$ cat src/fqds_pkg.sv
// types, constants and helper functions of the feedback scheduler
// used by every design and checker file of the block; no dependencies
package fqds_pkg;

    localparam int MAX_PROCS     = 16;
    localparam int TIME_BITS     = 16;
    localparam int IDX_W         = (MAX_PROCS > 1) ? $clog2(MAX_PROCS) : 1;
    localparam int LVL_W         = 3;
    localparam int REM_W         = 16;
    localparam int SLICE_W       = 8;
    localparam int OUT_IDX_W     = 4;
    localparam int OUT_TIME_W    = 16;
    localparam int CELLS_PER_HOP = 4;
    localparam int NUM_HOPS      = (MAX_PROCS + CELLS_PER_HOP - 1) / CELLS_PER_HOP;
    localparam int HOP_CNT_W     = (NUM_HOPS > 1) ? $clog2(NUM_HOPS) : 1;

    localparam logic [LVL_W-1:0] LEVEL_CAP_RESET = 3'd7;
    localparam logic             FUNC_ARRIVE     = 1'b0;
    localparam logic             FUNC_TICK       = 1'b1;

    typedef enum logic [1:0] {
        ST_IDLE,
        ST_SCAN,
        ST_DONE
    } state_t;

    // token handed along the row of slot cells
    typedef struct packed {
        logic                 free_found;
        logic [IDX_W-1:0]     free_idx;
        logic                 oth_valid;
        logic                 best_found;
        logic [LVL_W-1:0]     best_eff;
        logic [LVL_W-1:0]     best_raw;
        logic [IDX_W-1:0]     best_idx;
        logic [REM_W-1:0]     best_rem;
        logic [TIME_BITS-1:0] best_arr;
        logic                 run_valid;
        logic [LVL_W-1:0]     run_lvl;
        logic [REM_W-1:0]     run_rem;
        logic [TIME_BITS-1:0] run_arr;
    } scan_t;

    // scheduler state seen by every cell
    typedef struct packed {
        logic [IDX_W-1:0] run_idx;
        logic             demote_pending;
        logic [LVL_W-1:0] level_cap;
    } sched_t;

    // write commands from the controller to the cells
    typedef struct packed {
        logic                 new_we;
        logic [IDX_W-1:0]     new_idx;
        logic [REM_W-1:0]     new_rem;
        logic [TIME_BITS-1:0] new_arr;
        logic                 upd_we;
        logic [IDX_W-1:0]     upd_idx;
        logic                 upd_valid;
        logic [REM_W-1:0]     upd_rem;
        logic                 lvl_we;
        logic [IDX_W-1:0]     lvl_idx;
        logic [LVL_W-1:0]     lvl_val;
    } cell_wr_t;

    // one level down, held at the cap
    function automatic logic [LVL_W-1:0] demote_level(input logic [LVL_W-1:0] lvl,
                                                      input logic [LVL_W-1:0] cap);
        logic [LVL_W:0] inc;
        inc = {1'b0, lvl} + {{LVL_W{1'b0}}, 1'b1};
        return (inc > {1'b0, cap}) ? cap : inc[LVL_W-1:0];
    endfunction

endpackage

$ cat src/fqds_if.sv
// valid/ready channel interfaces of the feedback scheduler
// depends on fqds_pkg
interface fqds_req_if;
    logic                         valid;
    logic                         ready;
    logic                         func;
    logic [fqds_pkg::REM_W-1:0]   work_units;

    modport source (output valid, output func, output work_units, input ready);
    modport sink   (input valid, input func, input work_units, output ready);
endinterface

interface fqds_rsp_if;
    logic                              valid;
    logic                              ready;
    logic [fqds_pkg::OUT_IDX_W-1:0]    proc_index;
    logic                              idle;
    logic                              finished;
    logic [fqds_pkg::OUT_TIME_W-1:0]   finish_time;
    logic [fqds_pkg::OUT_TIME_W-1:0]   turnaround;
    logic                              rejected;

    modport source (output valid, output proc_index, output idle, output finished,
                    output finish_time, output turnaround, output rejected, input ready);
    modport sink   (input valid, input proc_index, input idle, input finished,
                    input finish_time, input turnaround, input rejected, output ready);
endinterface

$ cat src/fqds_cell.sv
// one process slot: its stored state and its step of the selection chain
// depends on fqds_pkg
module fqds_cell
(
    input  logic                          clk,
    input  logic                          rst_n,
    input  logic [fqds_pkg::IDX_W-1:0]    cell_idx,
    input  fqds_pkg::sched_t              sched,
    input  fqds_pkg::cell_wr_t            wr,
    input  fqds_pkg::scan_t               scan_in,
    output fqds_pkg::scan_t               scan_out
);

    logic                             valid_reg;
    logic [fqds_pkg::REM_W-1:0]       rem_reg;
    logic [fqds_pkg::LVL_W-1:0]       lvl_reg;
    logic [fqds_pkg::TIME_BITS-1:0]   arr_reg;

    logic                             is_run;
    logic [fqds_pkg::LVL_W-1:0]       eff_lvl;
    logic                             hit_new;
    logic                             hit_upd;
    logic                             hit_lvl;

    assign hit_new = wr.new_we && (wr.new_idx == cell_idx);
    assign hit_upd = wr.upd_we && (wr.upd_idx == cell_idx);
    assign hit_lvl = wr.lvl_we && (wr.lvl_idx == cell_idx);

    always_ff @(posedge clk or negedge rst_n)
    begin
        if (!rst_n)
        begin
            valid_reg <= 1'b0;
        end
        else if (hit_new)
        begin
            valid_reg <= 1'b1;
        end
        else if (hit_upd)
        begin
            valid_reg <= wr.upd_valid;
        end
    end

    always_ff @(posedge clk)
    begin
        if (hit_new)
        begin
            rem_reg <= wr.new_rem;
            arr_reg <= wr.new_arr;
        end
        else if (hit_upd)
        begin
            rem_reg <= wr.upd_rem;
        end
        if (hit_new)
        begin
            lvl_reg <= '0;
        end
        else if (hit_lvl)
        begin
            lvl_reg <= wr.lvl_val;
        end
    end

    // running slot competes at its demoted level while a demotion waits
    assign is_run  = (cell_idx == sched.run_idx);
    assign eff_lvl = (is_run && sched.demote_pending)
                   ? fqds_pkg::demote_level(lvl_reg, sched.level_cap) : lvl_reg;

    always_comb
    begin
        scan_out = scan_in;
        if (!scan_in.free_found && !valid_reg)
        begin
            scan_out.free_found = 1'b1;
            scan_out.free_idx   = cell_idx;
        end
        if (valid_reg && !is_run)
        begin
            scan_out.oth_valid = 1'b1;
        end
        if (valid_reg && (!scan_in.best_found || (eff_lvl < scan_in.best_eff)))
        begin
            scan_out.best_found = 1'b1;
            scan_out.best_eff   = eff_lvl;
            scan_out.best_raw   = lvl_reg;
            scan_out.best_idx   = cell_idx;
            scan_out.best_rem   = rem_reg;
            scan_out.best_arr   = arr_reg;
        end
        if (is_run)
        begin
            scan_out.run_valid = valid_reg;
            scan_out.run_lvl   = lvl_reg;
            scan_out.run_rem   = rem_reg;
            scan_out.run_arr   = arr_reg;
        end
    end

endmodule

$ cat src/fqds_ctrl.sv
// sequencer: takes items, waits for the cell chain, applies the decision
// depends on fqds_pkg and the channel interfaces in fqds_if
module fqds_ctrl
(
    input  logic                          clk,
    input  logic                          rst_n,
    fqds_req_if.sink                      req,
    fqds_rsp_if.source                    rsp,
    input  logic                          level_cap_we,
    input  logic [fqds_pkg::LVL_W-1:0]    level_cap_wdata,
    input  fqds_pkg::scan_t               scan,
    output fqds_pkg::sched_t              sched,
    output fqds_pkg::cell_wr_t            wr
);

    fqds_pkg::state_t                     state_reg, state_next;
    logic [fqds_pkg::HOP_CNT_W-1:0]       cnt_reg, cnt_next;
    logic                                 func_reg;
    logic [fqds_pkg::REM_W-1:0]           svc_reg;
    logic [fqds_pkg::TIME_BITS-1:0]       now_reg, now_next;
    logic [fqds_pkg::IDX_W-1:0]           run_reg, run_next;
    logic [fqds_pkg::SLICE_W-1:0]         slice_reg, slice_next;
    logic                                 dp_reg, dp_next;
    logic [fqds_pkg::LVL_W-1:0]           cap_reg;

    logic                                 out_valid_reg, out_valid_next;
    logic [fqds_pkg::OUT_IDX_W-1:0]       out_idx_reg, out_idx_next;
    logic                                 out_idle_reg, out_idle_next;
    logic                                 out_fin_reg, out_fin_next;
    logic [fqds_pkg::OUT_TIME_W-1:0]      out_ftime_reg, out_ftime_next;
    logic [fqds_pkg::OUT_TIME_W-1:0]      out_turn_reg, out_turn_next;
    logic                                 out_rej_reg, out_rej_next;

    logic                                 demote_apply;
    logic [fqds_pkg::LVL_W-1:0]           dem_lvl;
    logic                                 resume;
    logic [fqds_pkg::IDX_W-1:0]           pick;
    logic [fqds_pkg::REM_W-1:0]           pick_rem;
    logic [fqds_pkg::REM_W-1:0]           rem_dec;
    logic [fqds_pkg::TIME_BITS-1:0]       pick_arr;
    logic [fqds_pkg::LVL_W-1:0]           pick_lvl;
    logic [fqds_pkg::LVL_W-1:0]           quant_lvl;
    logic [fqds_pkg::SLICE_W-1:0]         slice_cur;
    logic [fqds_pkg::SLICE_W-1:0]         slice_dec;
    logic [fqds_pkg::TIME_BITS-1:0]       fin_t;
    logic                                 out_free;

    assign sched     = '{run_idx: run_reg, demote_pending: dp_reg, level_cap: cap_reg};
    assign req.ready = (state_reg == fqds_pkg::ST_IDLE);
    assign out_free  = !out_valid_reg || rsp.ready;

    assign rsp.valid       = out_valid_reg;
    assign rsp.proc_index  = out_idx_reg;
    assign rsp.idle        = out_idle_reg;
    assign rsp.finished    = out_fin_reg;
    assign rsp.finish_time = out_ftime_reg;
    assign rsp.turnaround  = out_turn_reg;
    assign rsp.rejected    = out_rej_reg;

    // tick decision from the finished scan
    assign demote_apply = dp_reg && scan.run_valid && scan.oth_valid;
    assign dem_lvl      = fqds_pkg::demote_level(scan.run_lvl, cap_reg);
    assign resume       = (slice_reg != '0) && scan.run_valid;
    assign pick         = resume ? run_reg : scan.best_idx;
    assign pick_rem     = resume ? scan.run_rem : scan.best_rem;
    assign pick_arr     = resume ? scan.run_arr : scan.best_arr;
    assign pick_lvl     = (scan.best_idx == run_reg && demote_apply) ? dem_lvl : scan.best_raw;
    assign quant_lvl    = (pick_lvl > cap_reg) ? cap_reg : pick_lvl;
    assign slice_cur    = resume ? slice_reg
                                 : (fqds_pkg::SLICE_W'(1) << quant_lvl);
    assign slice_dec    = slice_cur - fqds_pkg::SLICE_W'(1);
    assign rem_dec      = (pick_rem == '0) ? '0 : pick_rem - fqds_pkg::REM_W'(1);
    assign fin_t        = now_reg + fqds_pkg::TIME_BITS'(1);

    always_ff @(posedge clk or negedge rst_n)
    begin
        if (!rst_n)
        begin
            state_reg     <= fqds_pkg::ST_IDLE;
            cnt_reg       <= '0;
            now_reg       <= '0;
            run_reg       <= '0;
            slice_reg     <= '0;
            dp_reg        <= 1'b0;
            cap_reg       <= fqds_pkg::LEVEL_CAP_RESET;
            out_valid_reg <= 1'b0;
        end
        else
        begin
            state_reg     <= state_next;
            cnt_reg       <= cnt_next;
            now_reg       <= now_next;
            run_reg       <= run_next;
            slice_reg     <= slice_next;
            dp_reg        <= dp_next;
            out_valid_reg <= out_valid_next;
            if (level_cap_we)
            begin
                cap_reg <= level_cap_wdata;
            end
        end
    end

    always_ff @(posedge clk)
    begin
        if (req.valid && req.ready)
        begin
            func_reg <= req.func;
            svc_reg  <= req.work_units;
        end
        out_idx_reg   <= out_idx_next;
        out_idle_reg  <= out_idle_next;
        out_fin_reg   <= out_fin_next;
        out_ftime_reg <= out_ftime_next;
        out_turn_reg  <= out_turn_next;
        out_rej_reg   <= out_rej_next;
    end

    always_comb
    begin
        state_next     = state_reg;
        cnt_next       = cnt_reg;
        now_next       = now_reg;
        run_next       = run_reg;
        slice_next     = slice_reg;
        dp_next        = dp_reg;
        out_valid_next = out_valid_reg && !rsp.ready;
        out_idx_next   = out_idx_reg;
        out_idle_next  = out_idle_reg;
        out_fin_next   = out_fin_reg;
        out_ftime_next = out_ftime_reg;
        out_turn_next  = out_turn_reg;
        out_rej_next   = out_rej_reg;
        wr             = '0;

        unique case (state_reg)
            fqds_pkg::ST_IDLE:
            begin
                if (req.valid)
                begin
                    cnt_next   = '0;
                    state_next = fqds_pkg::ST_SCAN;
                end
            end
            fqds_pkg::ST_SCAN:
            begin
                cnt_next = cnt_reg + fqds_pkg::HOP_CNT_W'(1);
                if (cnt_reg == fqds_pkg::HOP_CNT_W'(fqds_pkg::NUM_HOPS - 1))
                begin
                    state_next = fqds_pkg::ST_DONE;
                end
            end
            fqds_pkg::ST_DONE:
            begin
                if (out_free)
                begin
                    state_next     = fqds_pkg::ST_IDLE;
                    out_valid_next = 1'b1;
                    out_idx_next   = '0;
                    out_idle_next  = 1'b0;
                    out_fin_next   = 1'b0;
                    out_ftime_next = '0;
                    out_turn_next  = '0;
                    out_rej_next   = 1'b0;
                    if (func_reg == fqds_pkg::FUNC_ARRIVE)
                    begin
                        if (scan.free_found)
                        begin
                            wr.new_we    = 1'b1;
                            wr.new_idx   = scan.free_idx;
                            wr.new_rem   = svc_reg;
                            wr.new_arr   = now_reg;
                            out_idx_next = fqds_pkg::OUT_IDX_W'(scan.free_idx);
                        end
                        else
                        begin
                            out_rej_next = 1'b1;
                        end
                    end
                    else
                    begin
                        dp_next    = 1'b0;
                        now_next   = fin_t;
                        wr.lvl_we  = demote_apply;
                        wr.lvl_idx = run_reg;
                        wr.lvl_val = dem_lvl;
                        if (!resume && !scan.best_found)
                        begin
                            slice_next    = '0;
                            out_idle_next = 1'b1;
                        end
                        else
                        begin
                            run_next     = pick;
                            out_idx_next = fqds_pkg::OUT_IDX_W'(pick);
                            wr.upd_we    = 1'b1;
                            wr.upd_idx   = pick;
                            wr.upd_rem   = rem_dec;
                            if (rem_dec == '0)
                            begin
                                wr.upd_valid   = 1'b0;
                                slice_next     = '0;
                                out_fin_next   = 1'b1;
                                out_ftime_next = fqds_pkg::OUT_TIME_W'(fin_t);
                                out_turn_next  = fqds_pkg::OUT_TIME_W'(fin_t - pick_arr);
                            end
                            else
                            begin
                                wr.upd_valid = 1'b1;
                                slice_next   = slice_dec;
                                dp_next      = (slice_dec == '0);
                            end
                        end
                    end
                end
            end
            default:
            begin
                state_next = fqds_pkg::ST_IDLE;
            end
        endcase
    end

endmodule

$ cat src/feedback_quantum_doubling_scheduler_unit.sv
// top level of the feedback scheduler: row of slot cells, hop registers, sequencer
// depends on fqds_pkg, fqds_if, fqds_cell and fqds_ctrl
//
// req carries items: func 0 registers a new process with its work_units,
// func 1 advances time by one unit. rsp returns exactly one item per request:
// the slot given on arrival (or rejected when all slots are taken), or the
// slot run on a tick with idle, finished, finish_time and turnaround.
// level_cap_we/level_cap_wdata set the highest feedback level; write it only
// while no request is in flight.
// Each request passes from acceptance through ST_SCAN and ST_DONE to the
// result register: the slot cells form a chain that is registered every
// four cells, and the lowest free slot and the lowest level/index are
// settled once the token has crossed every hop register. The sequencer
// returns to idle when it writes the result, and only then takes a new
// request; it takes none while one is still in flight.
// req.ready is high while the sequencer is idle, also while an earlier
// result still waits on rsp.
// If rsp stalls, the finished decision waits until the result register is
// free; nothing is lost. Reset empties all slots, clears time and the
// running slice, and sets the level cap to 7.
module feedback_quantum_doubling_scheduler_unit
(
    input  logic                          clk,
    input  logic                          rst_n,
    fqds_req_if.sink                      req,
    fqds_rsp_if.source                    rsp,
    input  logic                          level_cap_we,
    input  logic [fqds_pkg::LVL_W-1:0]    level_cap_wdata
);

    fqds_pkg::sched_t     sched;
    fqds_pkg::cell_wr_t   wr;
    fqds_pkg::scan_t      link [fqds_pkg::MAX_PROCS+1];
    fqds_pkg::scan_t      cell_in [fqds_pkg::MAX_PROCS];
    fqds_pkg::scan_t      hop_reg [fqds_pkg::NUM_HOPS];

    assign link[0] = '0;

    genvar i;
    generate
        for (i = 0; i < fqds_pkg::MAX_PROCS; i++)
        begin : g_cell
            if (i % fqds_pkg::CELLS_PER_HOP == 0 && i != 0)
            begin : g_from_hop
                assign cell_in[i] = hop_reg[i / fqds_pkg::CELLS_PER_HOP - 1];
            end
            else
            begin : g_from_link
                assign cell_in[i] = link[i];
            end

            fqds_cell u_cell
            (
                .clk      (clk),
                .rst_n    (rst_n),
                .cell_idx (fqds_pkg::IDX_W'(i)),
                .sched    (sched),
                .wr       (wr),
                .scan_in  (cell_in[i]),
                .scan_out (link[i+1])
            );

            if (i % fqds_pkg::CELLS_PER_HOP == fqds_pkg::CELLS_PER_HOP - 1 ||
                i == fqds_pkg::MAX_PROCS - 1)
            begin : g_hop
                always_ff @(posedge clk)
                begin
                    hop_reg[i / fqds_pkg::CELLS_PER_HOP] <= link[i+1];
                end
            end
        end
    endgenerate

    fqds_ctrl u_ctrl
    (
        .clk             (clk),
        .rst_n           (rst_n),
        .req             (req),
        .rsp             (rsp),
        .level_cap_we    (level_cap_we),
        .level_cap_wdata (level_cap_wdata),
        .scan            (hop_reg[fqds_pkg::NUM_HOPS-1]),
        .sched           (sched),
        .wr              (wr)
    );

endmodule

$ cat src/flat_wrapper.sv
// flat-port wrapper written by rule: the top's interface ports become plain ports
module feedback_quantum_doubling_scheduler_unit_flat 
  (clk, rst_n, level_cap_we, level_cap_wdata, req_valid, req_func, req_work_units, req_ready, rsp_valid, rsp_proc_index, rsp_idle, rsp_finished, rsp_finish_time, rsp_turnaround, rsp_rejected, rsp_ready);
  fqds_req_if req_i ();
  fqds_rsp_if rsp_i ();
  input  logic clk;
  input  logic rst_n;
  input  logic level_cap_we;
  input  logic [fqds_pkg::LVL_W-1:0] level_cap_wdata;
  input wire logic [$bits(req_i.valid)-1:0] req_valid;
  input wire logic [$bits(req_i.func)-1:0] req_func;
  input wire logic [$bits(req_i.work_units)-1:0] req_work_units;
  output wire logic [$bits(req_i.ready)-1:0] req_ready;
  output wire logic [$bits(rsp_i.valid)-1:0] rsp_valid;
  output wire logic [$bits(rsp_i.proc_index)-1:0] rsp_proc_index;
  output wire logic [$bits(rsp_i.idle)-1:0] rsp_idle;
  output wire logic [$bits(rsp_i.finished)-1:0] rsp_finished;
  output wire logic [$bits(rsp_i.finish_time)-1:0] rsp_finish_time;
  output wire logic [$bits(rsp_i.turnaround)-1:0] rsp_turnaround;
  output wire logic [$bits(rsp_i.rejected)-1:0] rsp_rejected;
  input wire logic [$bits(rsp_i.ready)-1:0] rsp_ready;
  assign req_i.valid = req_valid;
  assign req_i.func = req_func;
  assign req_i.work_units = req_work_units;
  assign req_ready = req_i.ready;
  assign rsp_valid = rsp_i.valid;
  assign rsp_proc_index = rsp_i.proc_index;
  assign rsp_idle = rsp_i.idle;
  assign rsp_finished = rsp_i.finished;
  assign rsp_finish_time = rsp_i.finish_time;
  assign rsp_turnaround = rsp_i.turnaround;
  assign rsp_rejected = rsp_i.rejected;
  assign rsp_i.ready = rsp_ready;
  feedback_quantum_doubling_scheduler_unit u_core (.clk(clk), .rst_n(rst_n), .req(req_i), .rsp(rsp_i), .level_cap_we(level_cap_we), .level_cap_wdata(level_cap_wdata));
endmodule
$ cat config.mk
export PLATFORM = sky130hd
export DESIGN_NAME = feedback_quantum_doubling_scheduler_unit_flat
export DESIGN_NICKNAME = d
export VERILOG_FILES = /design/src/fqds_pkg.sv /design/src/fqds_if.sv /design/src/fqds_cell.sv /design/src/fqds_ctrl.sv /design/src/feedback_quantum_doubling_scheduler_unit.sv /design/src/flat_wrapper.sv
export SDC_FILE = /design/constraint.sdc
export NUM_CORES = 2
export LEC_CHECK = 0
export BUFFER_PORTS_ARGS = -buffer_cell sky130_fd_sc_hd__buf_2
export CAP_MARGIN = 20
export CORE_MARGIN = 10
export CORE_UTILIZATION = 50
export CTS_CLUSTER_SIZE = 24
export DETAILED_ROUTE_END_ITERATION = 12
export PLACE_DENSITY = 0.77
export SYNTH_ARGS = -nofsm -noshare
export SYNTH_HDL_FRONTEND = slang
export SYNTH_SLANG_ARGS = --single-unit
$ cat constraint.sdc
create_clock -name clk -period 9 [get_ports clk]
set_clock_uncertainty 0.05 [all_clocks]
set_input_delay 0.45 -clock clk [delete_from_list [all_inputs] [get_ports clk]]
set_output_delay 0.45 -clock clk [all_outputs]
set_load 0.01 [all_outputs]
==> Word level (Yosys, flattened, before mapping) <==
Memories as Yosys holds them, arrays and structs flattened.
Cells that the tools add are included.
{ "word_totals": {"ram_bits": 340, "out_inout_bits": 41, "mem_count": 1, "input_bits": 25, "word_cells": 631, "ff_bits": 669} }
{ "classes": {"magnitude_cmp": 33, "eq_ne": 67, "n_mux": 193, "n_reduce_logical": 231, "bitwise": 3, "shifts": 1, "add_sub_neg": 22} }
{ "mem_list": {"columns": ["memory", "depth", "width", "rd", "rd_clocked_by_memory_dff", "write_ports", "line", "text"], "rows": [
  ["u_core.hop_reg", 4, 85, 4, 0, 4, "feedback_quantum_doubling_scheduler_unit.sv:35", "fqds_pkg::scan_t hop_reg [fqds_pkg::NUM_HOPS];"]
]} }
{ "op_table": {"columns": ["op", "n"], "rows": [
  ["$mux 43", 16],
  ["$mux 36", 16],
  ["$mux 16", 35],
  ["$mux 67", 2],
  ["$logic_and 1x1->1", 117],
  ["$mux 3", 35],
  ["$eq 4x4->1 const B", 24],
  ["$mux 5", 16],
  ["$mux 37", 2],
  ["$add 3x1->4 const B", 17],
  ["$gt 4x3->1", 17],
  ["$logic_not 1->1", 65],
  ["$mux 1", 56],
  ["$eq 4x3->1 const B", 12],
  ["$lt 3x3->1", 15],
  ["$reduce_bool 2->1", 17],
  ["$eq 4x4->1 const A", 8],
  ["$logic_not 16->1", 2],
  ["$mux 30", 1],
  ["$eq 4x2->1 const B", 6],
  ["$mux 8", 3],
  ["$mux 22", 1],
  ["$add 16x1->16 const B", 1],
  ["$eq 3x4->1 const A", 4],
  ["other kinds (28)", 62]
]} }

==> Depth between registers and ports, before layout <==
{ "logic_depth": {"word_depth": 20, "mapped_depth": 39, "mapped_depth_nobuf": 33} }

==> By module <==
A second synthesis with hierarchy kept.
{ "unflattened": {"cells_unflattened": 4641, "area_unflattened_um2": 59228.1} }
{ "by_module_without_submodules": {"columns": ["module", "area_each_um2", "seq_area_each_um2", "cells_per_inst", "n_inst"], "rows": [
  ["fqds_cell at u_core.g_cell[10].u_cell ...", 2925.3, 1046.0, 228, 7],
  ["fqds_cell at u_core.g_cell[6].u_cell ...", 2788.9, 1046.0, 223, 4],
  ["fqds_cell at u_core.g_cell[3].u_cell ...", 2797.7, 1046.0, 226, 3],
  ["feedback_quantum_doubling_scheduler_unit", 6814.0, 6806.5, 342, 1],
  ["fqds_ctrl", 6557.5, 2611.3, 683, 1],
  ["fqds_cell at u_core.g_cell[0].u_cell ...", 2915.3, 1046.0, 225, 2]
]} }

==> Worst setup path after synthesis <==
OpenSTA, ideal clock, no wires.
{ "synth_path": {"path_kind": "register -> register", "startpoint": "register u_core.u_ctrl.cap_reg[1] (netlist bit)", "endpoint": "memory u_core.hop_reg[3][64] (netlist bit)", "stages_incl_launch_ff": 39, "arrival_time_ps": 7543, "t_required_ps": 8829, "path_slack_ps": 1286, "path_cell_list": "dfstp_2 > clkbuf_1 > inv_1 > ha_1 > nand3b_1 > a32o_1 > a32oi_1 > nand3b_1 > ha_1 > a21oi_1 > nand3_1 > o31ai_2 > buf_4 > mux2i_1 > nand2_1 > o21a_1 > o21ai_1 > clkbuf_1 > (+3 left out) > ha_1 > o21a_1 > nor2_1 > o21ai_0 > o21ai_1 > buf_2 > clkbuf_1 > nand2_1 > o21a_1 > ha_1 > nor2_1 > o21ai_0 > o211a_1 > o31ai_1 > nand2b_1 > buf_2 > buf_2 > mux2_2"} }
{ "synth_rtl": {"columns": ["element", "line", "text"], "rows": [
  ["start, declared", "fqds_ctrl.sv:24", "logic [fqds_pkg::LVL_W-1:0] cap_reg;"],
  ["start signal, assigned", "fqds_ctrl.sv:85", "cap_reg <= fqds_pkg::LEVEL_CAP_RESET;"],
  ["start signal, assigned", "fqds_ctrl.sv:99", "cap_reg <= level_cap_wdata;"],
  ["end, declared", "feedback_quantum_doubling_scheduler_unit.sv:35", null]
]} }

==> results.toml <==
[final_layout]
fin_nets = 4805
largest_register_ffs = 331
final_cells = 6017
layout_commonest_cell = "edfxtp_1"
drive_gt1_share_pct = 10.8
final_util_pct = 56.0
multi_input_area_mm2 = 0.0203
fin_area_mm2 = 0.0531
areaGrowthSynthToFinish_pct = 11.4
fillers = 7781
final-seq-area_mm2 = 0.0260
final_cell_mix = "edfxtp_1 (568), o21ai_0 (541), nand2_1 (525), nor2_1 (478), a21oi_1 (409)"

[logic_synthesis]
ys_ff_latch = 1000
syn_avg_cell_area_um2 = 10.1
synth_edf_count = 568
seq_area_frac_synth_pct = 54.5
synth_cells = 4701
synthArstFlopShare_pct = 5.30
synth_top_area_share_pct = 35.8
synthDistinctLibCells = 97
syn_nets = 4843
synthTopCellsByArea = "edfxtp_1 (36%), dfxtp_1 (16%), o21ai_0 (5.8%)"
ys.warnings.count = 0
ys.flop_type = "edfxtp_1"
netlist_area_mm2 = 0.0477
yosys.area.top_type = "edfxtp_1"

[place]
io_buffers = 65
dpl-instance-area_mm2 = 0.0493
placed_cells = 5797
dp_hpwl_um = 88100
gp_congestion = 0.909

[die]
die_w_um = 329
coreArea_mm2 = 0.0947
dieHeight_um = 329
ioPinCount = 66
start_util_pct = 50.3
die_area_mm2 = 0.108
num_rows = 113

[critical_path]
max_stage_delay_ns = 0.62
worst_setup_path_start_kind = "register"
path_common_cell = "ha_1"
cpMaxStageDelayCell = "o41ai_4"
worstSetupEndpointType = "register"
timing_worst_setup_path_type = "reg2reg"
cp_max_fo = 39
worstPathRequired_ns = 9.51
worst_ep_arrival_time_ns = 8.47

[sta]
tns_ns = 0
max_freq_mhz = 126
period_share_pct = 88.5
period_minus_slack_ns = 7.96
finalSetupViolations = 0
rsz0062_at_grt = "false"
relSlewSlack_pct = 19.3
tightest_slew_ns = 1.21
final_hold_viol_count = 0
drv_slew = 0

[clocking]
cts-buffers-inserted = 101
htreeDepth = 3
clkSlewWorstSetupHoldPaths_ns = 0.06
cts_root_buf = "clkbuf_16"
insertion_delay_ns = 0.71
cts_buffer_depth = 3
cts_setup_buffers = 0
cts_tree = "yes"
cts.sink_count = 1000

[routing]
routed_wl_um = 137000
routed-via-count = 37804
route.antenna.remaining_nets = 0
wl_per_cell_um = 22.7
dr.pass1.iters = 7
drc = 0
vias_per_cell = 6.28
drt-initial-drc-count = 4878

[run]
maxCapViolations = 0

[power]
power_leakage_nw = 20.5
powerDensity_mw_per_mm2 = 236
ir_drop_uv = 162

[grt]
grt_pass1_wl_um = 209000
grt_max_degree = 76
grt_antenna_before_repair = 1
gr-usage-all-layers_pct = 24.3
grt_pass1_vias = 36565
grt_overflow_total = 0

[run_status]
status = "finished clean"

[min_path]
hold_class = "in2reg"
## metrics by stage
step | hold slack [ns] | setup WS, ns | power, mW
detailed placement | 0.349 | 1.21 | 8.27
floorplan | 0.104 | 1.29 | 7.51
CTS | 0.00375 | 1.15 | 12.5
global route | 0.0413 | 0.417 | 13.1
finish | 0.0183 | 1.04 | 12.5
global placement | 0.345 | 1.41 | 8.19
## layout make-up
type                    count  area share [%]
inverters                  91           0.643
clock buffers             152            5.58
repair buffers            181            2.80
flip-flops and latches   1000            48.9
multi-input cells        3288            38.3
well taps                1265            2.98
diodes                      1         0.00471
clock inverters            39           0.808
## cells in the mapped netlist (26+ instances only)
cell      number
dfxtp_1      379
and3_1        30
mux2_1        42
nor3_1        26
edfxtp_1     568
inv_1         90
a21oi_1      410
ha_1         116
mux2i_1      208
a22oi_1       36
nand2_1      529
mux2_2       120
buf_1         32
nand3_1       84
nor2b_1       36
clkbuf_1     261
o31ai_1       26
nor2_1       485
a221oi_1      33
a211oi_1     153
xnor2_1       30
xor2_1        46
dfrtp_1       50
o21ai_0      556
## final timing paths
| path | from | endpoint | slack (ns) | cells past startpoint |
|---|---|---|---|---|
| min reg2reg | u_core.hop_reg[2][83] | u_core.hop_reg[3][83] | 0.36 | 1 |
| max in group asynchronous | rst_n | u_core.g_cell[3].u_cell.valid_reg | 7.88 | 3 |
| max | u_core.g_cell[8].u_cell.lvl_reg[0] | u_core.hop_reg[2][65] | 1.04 | 30 |
| min | level_cap_we | u_core.u_ctrl.cap_reg[2] | 0.02 | 2 |
| min in group asynchronous | rst_n | u_core.u_ctrl.slice_reg[3] | 0.41 | 3 |
| max reg2reg | u_core.g_cell[8].u_cell.lvl_reg[0] | u_core.hop_reg[2][65] | 1.04 | 30 |
## timing repair
item,4_1_cts,5_1_grt
hold buffers,19,0
endpoints found under the hold margin,68,0
resized for setup,0,0
## worst max-delay path, delay by kind of cell, from the launching register on
family / cells / cell delay [ns]
AO/OA/AOI/OAI: 16 / 3.78
adder cells (fa/ha/maj): 5 / 1.39
buffers and inverters: 3 / 0.80
flip-flops: 1 / 0.47
multiplexers: 3 / 0.85
AND/OR/NAND/NOR: 3 / 0.48
## where the power goes
group	internal [mW]	leakage [nW]	total, mW	switching [mW]
sequential	5.29	8.65	5.54	0.248
combinational	1.12	10.2	2.74	1.62
clock	2.46	1.68	4.27	1.81
## logic make-up after synthesis
kind of cell / count (synthesis) / synth area share (%)
AO/OA/AOI/OAI: 1408 / 17.5
XOR/XNOR: 76 / 1.40
adder cells (fa/ha/maj): 119 / 3.13
AND/OR/NAND/NOR: 1314 / 11.8
multiplexers: 371 / 8.23
flip-flops: 1000 / 54.5
buffers and inverters: 413 / 3.40
## routing by layer
layer	vias to the layer above	routed length, um	share of wire, %	GRT usage (%)
met3	347	14300	11	4.85
met5	-	0	0	0
met4	0	5550	4.1	10.8
li1	17067	-	-	-
met2	2099	62300	46	38.6
met1	18291	54300	40	32.0
No activity file was read; power rests on OpenSTA's default activity.
